`src/design/bcs_pkg.sv`:
```
// Shared types, constants and widths for the braking-curve speed supervisor.
package bcs_pkg;

    // Field widths.
    localparam int ASPECT_W = 3;
    localparam int DIST_W   = 16;
    localparam int SPEED_W  = 9;
    localparam int DECEL_W  = 9;

    // Aspect codes.
    localparam logic [ASPECT_W-1:0] ASPECT_STOP            = 3'd0;
    localparam logic [ASPECT_W-1:0] ASPECT_PROCEED         = 3'd1;
    localparam logic [ASPECT_W-1:0] ASPECT_PROCEED_LIMITED = 3'd2;
    localparam logic [ASPECT_W-1:0] ASPECT_STOP_BOARD      = 3'd3;

    // Distance margin and the short-distance threshold, in metres.
    localparam logic [DIST_W-1:0] DIST_MARGIN = 16'd15;
    localparam logic [DIST_W-1:0] MIN_DIST    = 16'd10;

    // Deceleration handling, in 0.01 m/s^2.
    localparam logic [DECEL_W-1:0] DECEL_RESET  = 9'd50;
    localparam logic [DECEL_W-1:0] DECEL_KNEE   = 9'd50;
    localparam logic [DECEL_W-1:0] DECEL_DERATE = 9'd10;

    // Scale factors of the squared speed, in (0.01 km/h)^2.
    localparam int SQ_SCALE_W    = 14;
    localparam int CURVE_SCALE_W = 12;
    localparam logic [SQ_SCALE_W-1:0]    SPEED_SQ_SCALE = 14'd10000;
    localparam logic [CURVE_SCALE_W-1:0] CURVE_SCALE    = 12'd2592;

    // Widths along the datapath.
    localparam int VV_W  = 2 * SPEED_W;
    localparam int AD_W  = DECEL_W + DIST_W;
    localparam int P1_W  = VV_W + SQ_SCALE_W;
    localparam int P2_W  = AD_W + CURVE_SCALE_W;
    localparam int X_W   = 38;
    localparam int ROOT_W = X_W / 2;
    localparam int REM_W  = ROOT_W + 2;

    // Output scaling of the root (units of 0.01 km/h).
    localparam logic [SPEED_W-1:0] MAX_SPEED = 9'd250;
    localparam int SROOT_W = 16;
    localparam logic [ROOT_W-1:0] MIN_ROOT   = 19'd1332;
    localparam logic [ROOT_W-1:0] CLAMP_ROOT = ROOT_W'((int'(MAX_SPEED) + 1) * 100);
    localparam int RECIP_W     = 18;
    localparam int RECIP_SHIFT = 24;
    localparam logic [RECIP_W-1:0] RECIP_100 = 18'd167773;

    // One beat moving through the square-root cells.
    typedef struct packed {
        logic               valid;
        logic [X_W-1:0]     x;
        logic [REM_W-1:0]   rem;
        logic [ROOT_W-1:0]  root;
        logic [SPEED_W-1:0] target;
    } sqrt_stage_t;

endpackage

```
`src/design/bcs_front.sv`:
```
// Stop rules, margins and the squared-speed sum ahead of the square-root chain.
module bcs_front (
    input  logic                          clk,
    input  logic                          rst_n,
    input  logic                          en,
    input  logic                          in_beat,
    input  logic [bcs_pkg::ASPECT_W-1:0]  aspect,
    input  logic [bcs_pkg::DIST_W-1:0]    distance_m,
    input  logic [bcs_pkg::SPEED_W-1:0]   allowed_speed,
    input  logic                          platform_stop,
    input  logic                          shunting,
    input  logic [bcs_pkg::SPEED_W-1:0]   combined_limit,
    input  logic [bcs_pkg::DECEL_W-1:0]   decel,
    output bcs_pkg::sqrt_stage_t          stage_out
);
    import bcs_pkg::*;

    // Stage A: rules.
    logic               a_valid_reg, a_valid_next;
    logic [SPEED_W-1:0] a_v_reg, a_v_next;
    logic [DIST_W-1:0]  a_d_reg, a_d_next;
    logic               a_dok_reg, a_dok_next;
    logic [DECEL_W-1:0] a_a_reg, a_a_next;
    // Stage B: products.
    logic               b_valid_reg;
    logic [VV_W-1:0]    b_vv_reg, b_vv_next;
    logic [AD_W-1:0]    b_ad_reg, b_ad_next;
    logic               b_dok_reg;
    logic [SPEED_W-1:0] b_t_reg;
    // Stage C: scaled products.
    logic               c_valid_reg;
    logic [P1_W-1:0]    c_p1_reg, c_p1_next;
    logic [P2_W-1:0]    c_p2_reg, c_p2_next;
    logic [SPEED_W-1:0] c_t_reg;
    // Stage D: sum.
    logic               d_valid_reg;
    logic [X_W-1:0]     d_x_reg, d_x_next;
    logic [SPEED_W-1:0] d_t_reg;

    logic [SPEED_W-1:0] v_rule;

    always_comb
    begin
        v_rule = allowed_speed;
        if (platform_stop || aspect == ASPECT_STOP_BOARD)
        begin
            v_rule = '0;
        end
        else if (shunting)
        begin
            if (aspect == ASPECT_STOP)
            begin
                v_rule = '0;
            end
        end
        else if (!(aspect inside {ASPECT_PROCEED, ASPECT_PROCEED_LIMITED}))
        begin
            v_rule = '0;
        end
        a_v_next     = (combined_limit < v_rule) ? combined_limit : v_rule;
        a_d_next     = (distance_m > DIST_MARGIN) ? distance_m - DIST_MARGIN : '0;
        a_dok_next   = (a_d_next >= MIN_DIST);
        a_a_next     = (decel > DECEL_KNEE) ? decel - DECEL_DERATE : decel;
        a_valid_next = in_beat;
    end

    always_comb
    begin
        b_vv_next = VV_W'(a_v_reg) * VV_W'(a_v_reg);
        b_ad_next = AD_W'(a_a_reg) * AD_W'(a_d_reg);
        c_p1_next = P1_W'(b_vv_reg) * P1_W'(SPEED_SQ_SCALE);
        c_p2_next = b_dok_reg ? P2_W'(b_ad_reg) * P2_W'(CURVE_SCALE) : '0;
        d_x_next  = X_W'(c_p1_reg) + X_W'(c_p2_reg);
    end

    always_ff @(posedge clk or negedge rst_n)
    begin
        if (!rst_n)
        begin
            a_valid_reg <= 1'b0;
            b_valid_reg <= 1'b0;
            c_valid_reg <= 1'b0;
            d_valid_reg <= 1'b0;
        end
        else if (en)
        begin
            a_valid_reg <= a_valid_next;
            b_valid_reg <= a_valid_reg;
            c_valid_reg <= b_valid_reg;
            d_valid_reg <= c_valid_reg;
        end
    end

    always_ff @(posedge clk)
    begin
        if (en)
        begin
            a_v_reg   <= a_v_next;
            a_d_reg   <= a_d_next;
            a_dok_reg <= a_dok_next;
            a_a_reg   <= a_a_next;
            b_vv_reg  <= b_vv_next;
            b_ad_reg  <= b_ad_next;
            b_dok_reg <= a_dok_reg;
            b_t_reg   <= a_v_reg;
            c_p1_reg  <= c_p1_next;
            c_p2_reg  <= c_p2_next;
            c_t_reg   <= b_t_reg;
            d_x_reg   <= d_x_next;
            d_t_reg   <= c_t_reg;
        end
    end

    always_comb
    begin
        stage_out.valid  = d_valid_reg;
        stage_out.x      = d_x_reg;
        stage_out.rem    = '0;
        stage_out.root   = '0;
        stage_out.target = d_t_reg;
    end

endmodule

```
`src/design/bcs_sqrt_cell.sv`:
```
// One digit cell of the square-root chain: settles one bit of the root per beat.
module bcs_sqrt_cell (
    input  logic                 clk,
    input  logic                 rst_n,
    input  logic                 en,
    input  bcs_pkg::sqrt_stage_t prev,
    output bcs_pkg::sqrt_stage_t next
);
    import bcs_pkg::*;

    logic               valid_reg;
    logic [X_W-1:0]     x_reg, x_next;
    logic [REM_W-1:0]   rem_reg, rem_next;
    logic [ROOT_W-1:0]  root_reg, root_next;
    logic [SPEED_W-1:0] target_reg;

    logic [REM_W-1:0] rem_shift;
    logic [REM_W-1:0] trial;

    // Bring down the next two bits of the radicand and try a one digit.
    always_comb
    begin
        rem_shift = {prev.rem[REM_W-3:0], prev.x[X_W-1 -: 2]};
        trial     = {prev.root, 2'b01};
        x_next    = {prev.x[X_W-3:0], 2'b00};
        if (rem_shift >= trial)
        begin
            rem_next  = rem_shift - trial;
            root_next = {prev.root[ROOT_W-2:0], 1'b1};
        end
        else
        begin
            rem_next  = rem_shift;
            root_next = {prev.root[ROOT_W-2:0], 1'b0};
        end
    end

    always_ff @(posedge clk or negedge rst_n)
    begin
        if (!rst_n)
        begin
            valid_reg <= 1'b0;
        end
        else if (en)
        begin
            valid_reg <= prev.valid;
        end
    end

    always_ff @(posedge clk)
    begin
        if (en)
        begin
            x_reg      <= x_next;
            rem_reg    <= rem_next;
            root_reg   <= root_next;
            target_reg <= prev.target;
        end
    end

    always_comb
    begin
        next.valid  = valid_reg;
        next.x      = x_reg;
        next.rem    = rem_reg;
        next.root   = root_reg;
        next.target = target_reg;
    end

endmodule

```
`src/design/braking_curve_speed_supervisor.sv`:
```
// Braking-curve speed supervisor: front stages, square-root cell chain, output scaling.
// An accepted input beat reaches its result through four front stages,
// one square-root cell per root bit (19), and the output register.
// Throughput is one beat per cycle; the whole pipeline holds only while a result
// waits at the output under stall.
// Reset clears all valid flags and sets the deceleration register to 50.
module braking_curve_speed_supervisor (
    input  logic                          clk,
    input  logic                          rst_n,
    input  logic                          cfg_valid,
    output logic                          cfg_ready,
    input  logic [bcs_pkg::DECEL_W-1:0]   deceleration_centi,
    input  logic                          in_valid,
    output logic                          in_stall,
    input  logic [bcs_pkg::ASPECT_W-1:0]  aspect,
    input  logic [bcs_pkg::DIST_W-1:0]    distance_m,
    input  logic [bcs_pkg::SPEED_W-1:0]   allowed_speed,
    input  logic                          platform_stop,
    input  logic                          shunting,
    input  logic [bcs_pkg::SPEED_W-1:0]   combined_limit,
    output logic                          out_valid,
    input  logic                          out_stall,
    output logic [bcs_pkg::SPEED_W-1:0]   supervised_speed,
    output logic [bcs_pkg::SPEED_W-1:0]   target_speed
);
    import bcs_pkg::*;

    logic [DECEL_W-1:0] decel_reg;
    logic               en;
    logic               in_beat;

    sqrt_stage_t chain [ROOT_W+1];

    logic               out_valid_reg;
    logic [SPEED_W-1:0] sup_reg, sup_next;
    logic [SPEED_W-1:0] tgt_reg;

    logic [ROOT_W-1:0]          root;
    logic [SROOT_W+RECIP_W-1:0] quot_prod;

    assign cfg_ready = 1'b1;

    always_ff @(posedge clk or negedge rst_n)
    begin
        if (!rst_n)
        begin
            decel_reg <= DECEL_RESET;
        end
        else if (cfg_valid && cfg_ready)
        begin
            decel_reg <= deceleration_centi;
        end
    end

    // Everything advances unless a finished result is held by the consumer.
    assign en       = !(out_valid_reg && out_stall);
    assign in_stall = !en;
    assign in_beat  = in_valid && en;

    bcs_front u_front (
        .clk            (clk),
        .rst_n          (rst_n),
        .en             (en),
        .in_beat        (in_beat),
        .aspect         (aspect),
        .distance_m     (distance_m),
        .allowed_speed  (allowed_speed),
        .platform_stop  (platform_stop),
        .shunting       (shunting),
        .combined_limit (combined_limit),
        .decel          (decel_reg),
        .stage_out      (chain[0])
    );

    for (genvar i = 0; i < ROOT_W; i++)
    begin : g_cell
        bcs_sqrt_cell u_cell (
            .clk   (clk),
            .rst_n (rst_n),
            .en    (en),
            .prev  (chain[i]),
            .next  (chain[i+1])
        );
    end

    // Root is in 0.01 km/h; divide by 100 through a reciprocal, exact below the clamp.
    always_comb
    begin
        root      = chain[ROOT_W].root;
        quot_prod = (SROOT_W+RECIP_W)'(root[SROOT_W-1:0]) * (SROOT_W+RECIP_W)'(RECIP_100);
        if (root >= CLAMP_ROOT)
        begin
            sup_next = MAX_SPEED;
        end
        else if (root < MIN_ROOT)
        begin
            sup_next = '0;
        end
        else
        begin
            sup_next = quot_prod[RECIP_SHIFT +: SPEED_W];
        end
    end

    always_ff @(posedge clk or negedge rst_n)
    begin
        if (!rst_n)
        begin
            out_valid_reg <= 1'b0;
        end
        else if (en)
        begin
            out_valid_reg <= chain[ROOT_W].valid;
        end
    end

    always_ff @(posedge clk)
    begin
        if (en)
        begin
            sup_reg <= sup_next;
            tgt_reg <= chain[ROOT_W].target;
        end
    end

    assign out_valid        = out_valid_reg;
    assign supervised_speed = sup_reg;
    assign target_speed     = tgt_reg;

endmodule

```
`config.mk`:
```
export PLATFORM = sky130hd
export DESIGN_NAME = braking_curve_speed_supervisor
export DESIGN_NICKNAME = d
export VERILOG_FILES = /design/src/design/bcs_pkg.sv /design/src/design/bcs_front.sv /design/src/design/bcs_sqrt_cell.sv /design/src/design/braking_curve_speed_supervisor.sv
export SDC_FILE = /design/constraint.sdc
export NUM_CORES = 2
export LEC_CHECK = 0
export BUFFER_PORTS_ARGS = -buffer_cell sky130_fd_sc_hd__buf_2
export CAP_MARGIN = 10
export CELL_PAD_IN_SITES_DETAIL_PLACEMENT = 1
export CELL_PAD_IN_SITES_GLOBAL_PLACEMENT = 2
export CORE_UTILIZATION = 49
export CTS_BUF_LIST = sky130_fd_sc_hd__clkbuf_4 sky130_fd_sc_hd__clkbuf_8
export DETAILED_ROUTE_END_ITERATION = 7
export PLACE_DENSITY = 0.84
export SLEW_MARGIN = 20
export SYNTH_ARGS = -nofsm -noshare
export SYNTH_HDL_FRONTEND = slang
export SYNTH_SLANG_ARGS = --single-unit
export TNS_END_PERCENT = 1
```
`constraint.sdc`:
```
create_clock -name clk -period 128.8 [get_ports clk]
set_clock_uncertainty 0.15 [all_clocks]
set_input_delay 19.32 -clock clk [delete_from_list [all_inputs] [get_ports clk]]
set_output_delay 19.32 -clock clk [all_outputs]
set_load 0.03 [all_outputs]
```
# Yosys cells after proc, flatten, opt, wreduce, memory -nomap -nowiden

Cells that the tools add are included.

Equality and inequality tests: 3
Shift operators: 0
Add/subtract/negate cells: 21
Multiplexer cells: 45
Order comparisons: 25
$mul: 5
Divide/modulo/power cells: 0
Bitwise operators: 0
Reductions and logical operators: 7

Operators by type and width:

| kind                   | count |
|---|---|
| $mux 19                | 17 |
| $mux 9                 | 6 |
| $add 32x37->38         | 1 |
| $mul 16x18->33 const B | 1 |
| $mul 25x7->32 const B  | 1 |
| $mul 18x10->28 const B | 1 |
| $mul 9x16->25          | 1 |
| $ge 21x10->1           | 1 |
| $ge 21x11->1           | 1 |
| $ge 21x12->1           | 1 |
| $ge 21x13->1           | 1 |
| $ge 21x14->1           | 1 |
| $ge 21x15->1           | 1 |
| $ge 21x16->1           | 1 |
| $ge 21x17->1           | 1 |
| $ge 21x18->1           | 1 |
| $ge 21x19->1           | 1 |
| $ge 21x20->1           | 1 |
| $ge 21x3->1            | 1 |
| $ge 21x4->1            | 1 |
| $ge 21x5->1            | 1 |
| $ge 21x6->1            | 1 |
| $ge 21x7->1            | 1 |
| $ge 21x8->1            | 1 |
| other kinds (41)       | 61 |

Bits in writable memories: 0
Bits in read-only memories: 0
Latch bits: 0
Word-level logic and storage cells: 223
Input port bits: 53
Memories: 0
Output and inout port bits: 21
Register bits after elaboration: 1289

# Depth between registers and ports, before layout

Word-level depth: 7
Gate-level depth with buffers: 22
Mapped depth without buffers: 22

# Cells and area by module

A second synthesis with hierarchy kept.

Cell total of the unflattened synthesis: 8523
Area, all modules: 107251.6 um^2

Modules (own cells, without submodules):

| module                                | times used | cells each | area each (um^2) | sequential area each (um^2) |
|---|---|---|---|---|
| bcs_sqrt_cell (g_cell[15].u_cell ...) | 13         | 301        | 4175.3           | 2577.5 |
| bcs_sqrt_cell (g_cell[0].u_cell ...)  | 6          | 318        | 4247.8           | 2577.5 |
| bcs_front                             | 1          | 2059       | 20958.9          | 5955.7 |
| braking_curve_speed_supervisor        | 1          | 643        | 6527.5           | 794.5 |

# Worst setup path after synthesis

OpenSTA, ideal clock, no wires.

Kind: in2out
From: in out_stall
To: out in_stall
Path buffers: 1
Arrival time: 57.480 ns
Required time: 109.330 ns
Cell stages on the path: 3
Slack: 51.850 ns
Cell sequence: nand2_1 clkbuf_1 inv_1

Cells in the longest elaborated chain, start to end: 1

RTL lines:

| element           | line                                 | source |
|---|---|---|
| start, declared   | braking_curve_speed_supervisor.sv:22 | `input logic out_stall,` |
| $logic_and 1x1->1 | braking_curve_speed_supervisor.sv:56 | `assign en = !(out_valid_reg && out_stall);` |
| end, declared     | braking_curve_speed_supervisor.sv:14 | `output logic in_stall,` |

No other way between the ends.

# Worst setup path in the final report

Same ends and word-level chain as after synthesis.

==> metrics.txt <==
Vert. Die Dim=372.8 um; Max stage delay on crit path=approximately 0.5 ns; number of iterations in the first detailed-routing pass=5; max cap viols=0; worst-path fanout max=51; number of CTS-inserted buffers=about 200; post-synthesis sequential area ratio=a little over half; CP bufs+invs=3; Worst path depth=4; Yosys top cell by area=edfxtp_1; CTS max path bufs=3; largest net degree at the start of global routing=204; dpl ws=89.06 ns; Netlist cell types=85; commonest non-fill, non-tap cell in the layout=edfxtp_1; hold_buf cts=0; RSZ-0062 raised after global routing=no; worst path required time=approximately 110 ns; drt wl/cell=18.20 um; Fmax achieved=about 25 MHz; total number of yosys warnings=0; GRT Total Usage=20.44%; area added between synthesis and finish=9.668%; status=finished, final reports clean; r2r setup slk=121.42 ns; row cnt=135; Max H-tree Level=4; critical path endpoint=in_stall; post-layout min period=39.75 ns; FFs w/ async S/R, synth=2.809%; clk_lat worst skew=0.90 ns; Mapped Avg Cell Area=between 10 and 15 um2; critical path capture point type=output pin; core outline area=0.1360 mm2; CTS tree=yes; r2r startpoint=g_cell[18].u_cell.root_reg[5]; layout cells sized above 1=9.072%; reg-to-reg endpoint=supervised_speed[8]; Sink Count=~1200; Die X=372.8 um; DRT Wirelength=~140000 um; fin worst setup slack=89.05 ns; initial DRC count=2005; max reg flops=312; Startpoint Class=primary input; initial antenna violation count=2; Worst-path clk slew=0.06 ns; Synth Flop Type=edfxtp_1; CP startpoint=out_stall; RePlAce Congestion=0.8224; CTS root buf=clkbuf_8; vias in the first global route=approximately 44000; top post-synthesis cells by area=edfxtp_1 51%, ha_1 12%, fa_1 8.6%; Final Cycle Share=30.86%; Hold Crit Class=reg2reg; Final Instance Area=0.07387 mm2; setup TNS=0 ns; Final ANT Viol Nets=0; # IOs=74; Slew HR=29.14%; critical path type=in2out; post-DR vias/cell=approximately 5.3; Post-CTS Setup Repair Bufs=0; grt ovf=0; # setup viols final=0; Final HPWL DP=103100 um; final hold violations=0; Post-Synthesis Cells=between 5000 and 6000; slew of the pin with the lowest slew margin=1.063 ns; via count=just over 40000; DIE AREA=0.1390 mm2; top cell type's share of synthesized area=50.91%; Post-route DRC=0; first-pass GRT wire length=about 230000 um; Synth Cell Area=0.06736 mm2; #FFs+latches synth=1175; Final Max Slew Viols=0; WP data arrival=20.28 ns; Initial Util=49.54%; nets=6658; crit-path cells=buf_2 -> nand2_4 -> inv_1 -> buf_2; port bufs=72; cts repair resizes=0; commonest non-fill, non-tap cells in the layout=1142 x edfxtp_1, 824 x inv_1, 645 x ha_1; family with the most delay on the worst path=simple AND/OR/NAND/NOR gates; R2R cell count=21; most numerous cell on the critical path=buf_2; slowest library cell on the worst path=nand2_4; Cell Area, Placed=0.06993 mm2; number of enable flip-flop cells after synthesis=1142
[Yosys cell counts, types with 36 or more instances]
cell,number
inv_1,824
nor4_1,39
xor2_1,149
o21ai_0,191
edfxtp_1,1142
fa_1,291
nor2_1,250
ha_1,645
o21a_1,66
clkbuf_1,53
nand2_1,329
mux2_2,58
nand2b_1,45
and2_1,118
nand3_1,74
nor2b_1,46
a21oi_1,245
nor3_1,111
xnor2_1,202
a21o_1,97
nand4_1,36
[how the worst min path moves through the flow]
stage	startpoint	end	slack (ns)	depth (start not counted)
3_3_place_gp	u_front.c_t_reg[7]	u_front.d_t_reg[7]	0.25	0
4_1_cts	g_cell[1].u_cell.x_reg[27]	g_cell[2].u_cell.x_reg[29]	0.26	0
6_report	g_cell[3].u_cell.x_reg[24]	g_cell[4].u_cell.x_reg[26]	0.25	0
5_1_grt	g_cell[1].u_cell.x_reg[27]	g_cell[2].u_cell.x_reg[29]	0.25	0
2_1_floorplan	u_front.d_t_reg[0]	g_cell[0].u_cell.target_reg[0]	0.25	0
3_5_place_dp	u_front.c_t_reg[3]	u_front.d_t_reg[3]	0.26	0
[kinds of logic (layout without fill, tap and decap cells)]
kind of cell               after synthesis  count (layout)  synth area share, %
and+or+nand+nor                       1199            1199                8.843
DFF                                   1175            1175                52.14
adders and majority gates              936             936                20.63
buffers and inverters                  897            1281                5.028
AOI/OAI and AO/OA                      822             822                7.742
xor gates and xnor gates               351             351                4.564
muxes                                   63              63                1.044
other                                    2              10              0.01115
[cell type report]
cell class              instances  area, um2
clock inverters                96      628.1
diodes                          6      15.01
flip-flops and latches       1175      35120
well taps                    1781       2228
inverters                     826       3100
clock buffers                 264       3302
repair buffers                 95      570.5
fillers                     13932      62100
multi-input cells            3375      28910
[routing by layer]
layer	global-route usage, %	wire length [um]
met3	2.783	3336
met2	36.86	72410
met1	25.26	59640
met5	0	0
met4	6.409	3238
[per-stage QoR]
stage	utilization, %	instances	hold WS [ns]
finish	54.33	7618	0.2548
detailed placement	51.43	7252	0.2552
global route	54.33	7617	0.2506
floorplan	-	5447	0.2503
CTS	54.32	7612	0.2632
global placement	51.42	7252	0.2500
Power is not shown: default switching activity piles up to over one toggle a cycle in this logic, so the estimate is an artifact.
